`config.mk`:
```
export PLATFORM = sky130hd
export DESIGN_NAME = sine_series_evaluator
export DESIGN_NICKNAME = d
export VERILOG_FILES = /design/src/sse_pkg.sv /design/src/sse_mul_unit.sv /design/src/sine_series_evaluator.sv
export SDC_FILE = /design/constraint.sdc
export NUM_CORES = 2
export LEC_CHECK = 0
export ABC_AREA = 1
export ABC_CLOCK_PERIOD_IN_PS = 16700
export BUFFER_PORTS_ARGS = -buffer_cell sky130_fd_sc_hd__buf_2
export CORE_MARGIN = 2
export CORE_UTILIZATION = 55
export CTS_CLUSTER_DIAMETER = 30
export DETAILED_ROUTE_END_ITERATION = 6
export PLACE_DENSITY = 0.71
export SYNTH_ARGS = -nofsm -noshare
export SYNTH_HDL_FRONTEND = slang
export SYNTH_SLANG_ARGS = --single-unit
```
`constraint.sdc`:
```
create_clock -name clock -period 16.7 [get_ports clock]
set_input_delay 1.67 -clock clock [delete_from_list [all_inputs] [get_ports clock]]
set_output_delay 1.67 -clock clock [all_outputs]
set_load 0.01 [all_outputs]
```
`src/sse_pkg.sv`:
```
// Shared types, constants and the reciprocal table of the sine series evaluator.
package sse_pkg;

   // Series length and derived widths
   localparam int MAX_TERMS = 32;
   localparam int TERM_W    = $clog2(MAX_TERMS + 1);
   localparam int IDX_W     = $clog2(MAX_TERMS);

   // Fixed-point widths: term magnitude Q17.30, signed accumulator
   localparam int MAG_W   = 47;
   localparam int ACC_W   = 48;
   localparam int OPA_W   = 48;
   localparam int DIGIT_W = 16;
   localparam int PROD_W  = 96;

   localparam logic [MAG_W-1:0] MAG_MAX = {MAG_W{1'b1}};
   localparam logic signed [ACC_W:0] ACC_HI = $signed({2'b00, MAG_MAX});
   localparam logic signed [ACC_W:0] ACC_LO = -ACC_HI;
   localparam logic signed [ACC_W-1:0] ONE_Q30 = 48'sh0000_4000_0000;
   localparam logic signed [ACC_W-1:0] NEG_ONE_Q30 = -ONE_Q30;

   // Sequencer states
   typedef enum logic [3:0] {
      ST_IDLE,
      ST_SQ,
      ST_SQ_END,
      ST_ACC,
      ST_MX,
      ST_MX_END,
      ST_MR,
      ST_MR_END,
      ST_OUT
   } state_type;

   // Rounding shift applied to the finished product
   typedef enum logic [1:0] {
      SH_26,
      SH_30,
      SH_32
   } shift_type;

   // Control group for the shared multiplier
   typedef struct packed {
      logic      step;
      logic      clear;
      shift_type shift;
   } mul_ctrl_type;

   typedef logic [31:0] recip_table_type [MAX_TERMS];

   // Rounded Q0.32 reciprocal of (2k)(2k+1) by restoring long division
   function automatic logic [31:0] recip_entry(input int unsigned k);
      logic [63:0] d;
      logic [63:0] num;
      logic [63:0] rem;
      logic [63:0] quo;
      d   = 64'(2 * k) * 64'(2 * k + 1);
      num = (64'd1 << 32) + (d >> 1);
      rem = '0;
      quo = '0;
      for (int b = 63; b >= 0; b--) begin
         rem = {rem[62:0], num[b]};
         if (rem >= d) begin
            rem    = rem - d;
            quo[b] = 1'b1;
         end
      end
      return quo[31:0];
   endfunction

   // Rounded Q0.32 reciprocals of (2k)(2k+1), entry zero unused
   function automatic recip_table_type build_recip();
      recip_table_type t;
      t[0] = '0;
      for (int k = 1; k < MAX_TERMS; k++) begin
         t[k] = recip_entry(k);
      end
      return t;
   endfunction

   localparam recip_table_type RECIP = build_recip();

endpackage

```
`src/sse_mul_unit.sv`:
```
// Shared digit-serial multiplier with rounding and magnitude saturation.
module sse_mul_unit (
   input  logic                        clock,
   input  sse_pkg::mul_ctrl_type       ctrl,
   input  logic [sse_pkg::OPA_W-1:0]   op_a,
   input  logic [sse_pkg::DIGIT_W-1:0] op_digit,
   output logic [sse_pkg::MAG_W-1:0]   result
);

   logic [sse_pkg::PROD_W-1:0]                 prod_ff;
   logic [sse_pkg::PROD_W-1:0]                 prod_in;
   logic [sse_pkg::OPA_W+sse_pkg::DIGIT_W-1:0] partial;
   logic [sse_pkg::PROD_W:0]                   half;
   logic [sse_pkg::PROD_W:0]                   rounded;
   logic [sse_pkg::PROD_W:0]                   shifted;

   // Shift in one digit, most significant digit first
   assign partial = op_a * op_digit;
   assign prod_in = (ctrl.clear ? '0 : (prod_ff << sse_pkg::DIGIT_W))
                  + sse_pkg::PROD_W'(partial);

   always_ff @(posedge clock) begin
      if (ctrl.step) begin
         prod_ff <= prod_in;
      end
   end

   // Round half up at the selected binary point
   always_comb begin
      case (ctrl.shift)
         sse_pkg::SH_26: half = (sse_pkg::PROD_W+1)'(1) << 25;
         sse_pkg::SH_30: half = (sse_pkg::PROD_W+1)'(1) << 29;
         default:        half = (sse_pkg::PROD_W+1)'(1) << 31;
      endcase
   end

   assign rounded = {1'b0, prod_ff} + half;

   always_comb begin
      case (ctrl.shift)
         sse_pkg::SH_26: shifted = rounded >> 26;
         sse_pkg::SH_30: shifted = rounded >> 30;
         default:        shifted = rounded >> 32;
      endcase
   end

   // Saturate the magnitude
   assign result = (shifted > (sse_pkg::PROD_W+1)'(sse_pkg::MAG_MAX)) ? sse_pkg::MAG_MAX
                 : shifted[sse_pkg::MAG_W-1:0];

endmodule

```
`src/sine_series_evaluator.sv`:
```
// Top level of the sine series evaluator: sequencer, accumulator and result registers.
// An item summing n terms keeps busy high after start is taken until its result is registered;
// the result strobe follows in the next cycle. Each term needs two products on the one
// shared 48x16 multiplier (three plus two digits, each followed by a rounding state).
// A new item is taken only while idle; start may be taken during the strobe cycle.
// Reset: synchronous; clears the sequencer and sets stop_threshold to 1.
module sine_series_evaluator (
   input  logic        clock,
   input  logic        reset,
   input  logic        start,
   output logic        busy,
   input  logic [31:0] req_angle,
   input  logic        csr_wr_en,
   input  logic [20:0] csr_wr_data,
   output logic        rsp_valid,
   output logic [31:0] rsp_sine_value,
   output logic [5:0]  rsp_terms_used,
   output logic        rsp_not_converged
);

   sse_pkg::state_type state_ff, state_in;

   logic [20:0]                     thr_ff;
   logic [1:0]                      dig_ff;
   logic [sse_pkg::TERM_W-1:0]      used_ff;
   logic                            done_ff;
   logic [31:0]                     amag_ff;
   logic [36:0]                     x2_ff;
   logic [sse_pkg::MAG_W-1:0]       m_ff;
   logic                            tneg_ff;
   logic signed [sse_pkg::ACC_W-1:0] acc_ff;

   logic                            rsp_valid_ff;
   logic [31:0]                     rsp_sine_ff;
   logic [5:0]                      rsp_terms_ff;
   logic                            rsp_nc_ff;

   sse_pkg::mul_ctrl_type           mul_ctrl;
   logic [sse_pkg::OPA_W-1:0]       mul_a;
   logic [47:0]                     b_word;
   logic [sse_pkg::DIGIT_W-1:0]     mul_digit;
   logic [sse_pkg::MAG_W-1:0]       mul_res;

   logic                            angle_neg;
   logic [31:0]                     angle_mag;
   logic                            term_small;
   logic                            last_term;
   logic signed [sse_pkg::ACC_W:0]  m_signed;
   logic signed [sse_pkg::ACC_W:0]  acc_sum;
   logic signed [sse_pkg::ACC_W-1:0] acc_sat;
   logic signed [sse_pkg::ACC_W-1:0] acc_clamp;

   // Take the angle apart into sign and magnitude
   assign angle_neg = req_angle[31];
   assign angle_mag = angle_neg ? (32'd0 - req_angle) : req_angle;

   assign term_small = m_ff < sse_pkg::MAG_W'(thr_ff);
   assign last_term  = used_ff == sse_pkg::TERM_W'(sse_pkg::MAX_TERMS - 1);

   // Add the signed term and saturate the accumulator
   assign m_signed = $signed({2'b00, m_ff});
   assign acc_sum  = {acc_ff[sse_pkg::ACC_W-1], acc_ff} + (tneg_ff ? -m_signed : m_signed);

   always_comb begin
      if (acc_sum > sse_pkg::ACC_HI) begin
         acc_sat = sse_pkg::ACC_W'(sse_pkg::ACC_HI);
      end else if (acc_sum < sse_pkg::ACC_LO) begin
         acc_sat = sse_pkg::ACC_W'(sse_pkg::ACC_LO);
      end else begin
         acc_sat = sse_pkg::ACC_W'(acc_sum);
      end
   end

   // Clamp the final sum to plus or minus one
   always_comb begin
      if (acc_ff > sse_pkg::ONE_Q30) begin
         acc_clamp = sse_pkg::ONE_Q30;
      end else if (acc_ff < sse_pkg::NEG_ONE_Q30) begin
         acc_clamp = sse_pkg::NEG_ONE_Q30;
      end else begin
         acc_clamp = acc_ff;
      end
   end

   // Next state
   always_comb begin
      state_in = state_ff;
      unique case (state_ff)
         sse_pkg::ST_IDLE: begin
            if (start) state_in = sse_pkg::ST_SQ;
         end
         sse_pkg::ST_SQ: begin
            if (dig_ff == 2'd0) state_in = sse_pkg::ST_SQ_END;
         end
         sse_pkg::ST_SQ_END: state_in = sse_pkg::ST_ACC;
         sse_pkg::ST_ACC: begin
            if (term_small || last_term) state_in = sse_pkg::ST_OUT;
            else                         state_in = sse_pkg::ST_MX;
         end
         sse_pkg::ST_MX: begin
            if (dig_ff == 2'd0) state_in = sse_pkg::ST_MX_END;
         end
         sse_pkg::ST_MX_END: state_in = sse_pkg::ST_MR;
         sse_pkg::ST_MR: begin
            if (dig_ff == 2'd0) state_in = sse_pkg::ST_MR_END;
         end
         sse_pkg::ST_MR_END: state_in = sse_pkg::ST_ACC;
         sse_pkg::ST_OUT:    state_in = sse_pkg::ST_IDLE;
         default:            state_in = sse_pkg::ST_IDLE;
      endcase
   end

   // Multiplier control and operand selection
   always_comb begin
      mul_ctrl.step  = 1'b0;
      mul_ctrl.clear = 1'b0;
      mul_ctrl.shift = sse_pkg::SH_32;
      mul_a          = sse_pkg::OPA_W'(m_ff);
      b_word         = 48'(sse_pkg::RECIP[used_ff[sse_pkg::IDX_W-1:0]]);
      unique case (state_ff)
         sse_pkg::ST_SQ: begin
            mul_ctrl.step  = 1'b1;
            mul_ctrl.clear = dig_ff == 2'd1;
            mul_a          = sse_pkg::OPA_W'(amag_ff);
            b_word         = 48'(amag_ff);
         end
         sse_pkg::ST_SQ_END: begin
            mul_ctrl.shift = sse_pkg::SH_26;
         end
         sse_pkg::ST_MX: begin
            mul_ctrl.step  = 1'b1;
            mul_ctrl.clear = dig_ff == 2'd2;
            b_word         = 48'(x2_ff);
         end
         sse_pkg::ST_MX_END: begin
            mul_ctrl.shift = sse_pkg::SH_30;
         end
         sse_pkg::ST_MR: begin
            mul_ctrl.step  = 1'b1;
            mul_ctrl.clear = dig_ff == 2'd1;
         end
         default: begin
            mul_ctrl.shift = sse_pkg::SH_32;
         end
      endcase
   end

   always_comb begin
      case (dig_ff)
         2'd2:    mul_digit = b_word[47:32];
         2'd1:    mul_digit = b_word[31:16];
         default: mul_digit = b_word[15:0];
      endcase
   end

   assign busy = state_ff != sse_pkg::ST_IDLE;

   sse_mul_unit u_mul (
      .clock    (clock),
      .ctrl     (mul_ctrl),
      .op_a     (mul_a),
      .op_digit (mul_digit),
      .result   (mul_res)
   );

   // Control registers
   always_ff @(posedge clock) begin
      if (reset) begin
         state_ff     <= sse_pkg::ST_IDLE;
         thr_ff       <= 21'd1;
         dig_ff       <= 2'd0;
         used_ff      <= '0;
         done_ff      <= 1'b0;
         rsp_valid_ff <= 1'b0;
      end else begin
         state_ff     <= state_in;
         rsp_valid_ff <= state_ff == sse_pkg::ST_OUT;
         if (csr_wr_en) thr_ff <= csr_wr_data;
         case (state_ff)
            sse_pkg::ST_IDLE: begin
               dig_ff  <= 2'd1;
               used_ff <= '0;
            end
            sse_pkg::ST_SQ, sse_pkg::ST_MX, sse_pkg::ST_MR: begin
               dig_ff <= dig_ff - 2'd1;
            end
            sse_pkg::ST_ACC: begin
               used_ff <= used_ff + sse_pkg::TERM_W'(1);
               done_ff <= term_small;
               dig_ff  <= 2'd2;
            end
            sse_pkg::ST_MX_END: begin
               dig_ff <= 2'd1;
            end
            default: begin
               dig_ff <= dig_ff;
            end
         endcase
      end
   end

   // Datapath registers
   always_ff @(posedge clock) begin
      case (state_ff)
         sse_pkg::ST_IDLE: begin
            if (start) begin
               amag_ff <= angle_mag;
               m_ff    <= sse_pkg::MAG_W'({angle_mag, 2'b00});
               tneg_ff <= angle_neg;
               acc_ff  <= '0;
            end
         end
         sse_pkg::ST_SQ_END: x2_ff  <= mul_res[36:0];
         sse_pkg::ST_ACC:    acc_ff <= acc_sat;
         sse_pkg::ST_MX_END: m_ff   <= mul_res;
         sse_pkg::ST_MR_END: begin
            m_ff    <= mul_res;
            tneg_ff <= !tneg_ff;
         end
         sse_pkg::ST_OUT: begin
            rsp_sine_ff  <= 32'(acc_clamp);
            rsp_terms_ff <= (8'(used_ff) > 8'd63) ? 6'd63 : 6'(used_ff);
            rsp_nc_ff    <= !done_ff;
         end
         default: begin
            acc_ff <= acc_ff;
         end
      endcase
   end

   assign rsp_valid         = rsp_valid_ff;
   assign rsp_sine_value    = rsp_sine_ff;
   assign rsp_terms_used    = rsp_terms_ff;
   assign rsp_not_converged = rsp_nc_ff;

   // A result strobe comes only once the sequencer has returned to idle
   a_rsp_idle: assert property (@(posedge clock) disable iff (reset)
      rsp_valid |-> !busy)
      else $error("result strobe while sequencer busy");

   // An accepted item keeps the block busy in the next cycle
   a_start_busy: assert property (@(posedge clock) disable iff (reset)
      (!reset && start && !busy) |=> busy)
      else $error("accepted item did not raise busy");

   // Every result sums at least one term
   a_terms_nonzero: assert property (@(posedge clock) disable iff (reset)
      rsp_valid |-> (rsp_terms_used != 6'd0))
      else $error("result with zero terms");

   // The sine value stays within plus or minus one
   a_sine_range: assert property (@(posedge clock) disable iff (reset)
      rsp_valid |-> ($signed(rsp_sine_value) <= 32'sh4000_0000
                  && $signed(rsp_sine_value) >= -32'sh4000_0000))
      else $error("sine value out of range");

endmodule
```
==> summary.md <==
| Metric | Value |
|---|---|
| Unrepaired setup endpoints after global routing | false |
| Detailed placement HPWL | 156 mm |
| Fin crit share | 78.1% |
| Largest net degree at the start of global routing | 75 |
| Post-route setup TNS | 0 ps |
| Die Y-Extent | 311 um |
| Drt first-iter violations | 5268 |
| Kind of critical path | reg -> reg |
| Die area | 96800 um2 |
| Avg Synthesized Cell Area | 7.30 um2 |
| Worst EP arrival | 13430 ps |
| Port buffer count | 97 |
| Root buffer cell | clkbuf_16 |
| Maximum clock rate | 76.7 MHz |
| Postcts setup bufs | 0 |
| Clock Skew | 62.4 ps |
| Synth top area share | 24.3% |
| Relative slew slack | 20.0% |
| Vias | 48.5k |
| Clock sinks | 335 |
| Die X | 311 um |
| EDFF count, synth | 300 |
| Area occupied by registers | 9710 um2 |
| Final Max Tran Viols | 0 |
| Final Hold Vio Count | 0 |
| Hold Buf Count CTS | 0 |
| Min Clock Period, post-route | 13040 ps |
| CTS tree | done |
| Area contributors post-synth | fa_1 (24%), edfxtp_1 (17%), nand2_1 (12%), inv_1 (11%), ha_1 (6.5%) |
| Congestion Overflow GR | 0 |
| Layout cell share with drive strength beyond 1 | 5.77% |
| Clock Latency Late Sink | 690 ps |
| Top cell type by total area after synthesis | fa_1 |
| Mapped cell area | 51900 um2 |
| First-pass GRT wire length | 291 mm |
| Initial Util | 55.5% |
| GP Congestion | 0.990 |
| Residual DRC count | 0 |
| Fillers | 8767 |
| Netlist cell types | 66 |
| Worst min path class | reg -> reg |
| Post-DR wirelength/cell | 22.4 um |
| Fin area | 56700 um2 |
| Vias per std cell | 5.71 |
| Antenna Nets Post-Route | 0 |
| H-tree levels | 3 |
| YS warnings | 0 |
| CP max stage delay | 1010 ps |
| Critical Path RT | 17090 ps |
| Placement Rows | 112 |
| Outcome | finished, final reports clean |
| Layout area overhead | 9.23% |
| I/O pins | 98 |
| Syn_nets | 8063 |
| Resized Gates After CTS | 0 |
| Clock-pin slew on the worst setup and hold paths | 40 ps |
| Worst-Margin Slew | 1200 ps |
| GRT Total Usage | 39.5% |
| Mapped Cells | 7105 |
| Dpl cell area | 53700 um2 |
| Critical path's most frequent cell | nand2_1 |
| DRT Wirelength | 190 mm |
| CTS Buffer Depth | 3 |
| Post-layout net count | 8131 |
| Crit-path max FO | 42 |
| Core area | 93500 um2 |
| # setup viols final | 0 |
| Seq/Total Area, Yosys | 18.7% |
| Footprint of the multi-input gates | 35600 um2 |
| Critical path launch point type | flip-flop |
| Initial antenna violation count | 10 |
| Synth Register Bits | 335 |
| Hold WS | 442 ps |
| CTS buffer count | 88 |
| Max Cap Violations | 0 |
| Commonest non-fill, non-tap cell in the layout | nand2_1 |
| Endpoint class of the critical path | flip-flop |
| Async SR Flop Fraction | 0% |
| Synth Flop Type | edfxtp_1 |
| Commonest cells after routing, fill and taps aside | nand2_1 (1700), inv_1 (1503), nor2_1 (874) |
| Crit-path slowest cell | dfxtp_1 |
| Final core occ | 60.6% |
| Drt pass-1 iters | 6 |
| Vias in the first global route | 48.5k |
## per-stage QoR
step                      std cells  setup WS [ps]
after global placement         8337           3800
after floorplan                7105           7270
after detailed placement       8337           3980
final                          8502           3660
after global routing           8498           3080
after CTS                      8498           3900
## registers in the layout, indices dropped and copies added, names as in the netlist, 2 cells and up
name	cells
rsp_sine_value	32
thr_ff	21
x2_ff	37
state_ff	4
u_mul.prod_ff	96
dig_ff	2
amag_ff	32
rsp_terms_used	6
m_ff	47
used_ff	6
acc_ff	48
## final cells by class
| type | instances | share of cell area (%) |
|---|---|---|
| diodes | 4 | 0.0177 |
| clock buffers | 102 | 4.02 |
| repair buffers | 171 | 1.84 |
| clock inverters | 59 | 1.12 |
| multi-input cells | 5026 | 62.8 |
| well taps | 1254 | 2.77 |
| inverters | 1551 | 10.3 |
| flip-flops and latches | 335 | 17.1 |
## cell usage after synthesis (all sizes together), types with 14 or more instances
master	n
a21oi	347
a221oi	27
a31oi	47
buf	52
clkbuf	141
clkinv	33
dfxtp	35
edfxtp	300
fa	630
ha	271
inv	1518
nand2	1715
nand3	250
nand4	83
nor2	891
nor3	79
nor4	32
o211ai	14
o21a	15
o21ai	215
o22ai	27
xnor2	89
xor2	192
## path summary, 6_finish.rpt
path	startpoint	endpoint	slack (ps)	cells past startpoint
min reg2reg	done_ff$_SDFFE_PP0P_	rsp_not_converged$_DFFE_PP_	440	1
min	done_ff$_SDFFE_PP0P_	rsp_not_converged$_DFFE_PP_	440	1
max	used_ff[2]$_SDFFE_PP0P_	u_mul.prod_ff[72]$_DFFE_PN_	3660	41
max reg2reg	used_ff[2]$_SDFFE_PP0P_	u_mul.prod_ff[72]$_DFFE_PN_	3660	41
## critical path: cells and delay by family, from the launching register on
kind,cells,cell delay [ps]
AOI/OAI and AO/OA,13,3900
xor gates and xnor gates,1,510
adders and majority gates,8,3680
buffers and inverters,6,1640
DFF,1,1010
and+or+nand+nor,13,2000
## per-layer routing
layer  track usage, %  vias to the layer above  wire (um)
met3             8.77                      527      19700
met5                0                        -         23
met4             19.4                        4      11200
met1             51.1                    23300      74100
met2             62.6                     2612      85500
li1                 -                    22000          -
## cell families (layout without fill, tap and decap cells)
logic type,count (synthesis),in the layout,share of synthesized area [%]
AOI/OAI and AO/OA,761,761,8.34
xor gates and xnor gates,281,281,4.74
adders and majority gates,901,901,30.8
buffers and inverters,1744,1883,12.8
DFF,335,335,18.7
other,0,4,0
and+or+nand+nor,3083,3083,24.6
Power is left out: the tool's default activity adds up to more than one toggle a clock period on the data nets, which glitch-free logic cannot reach.
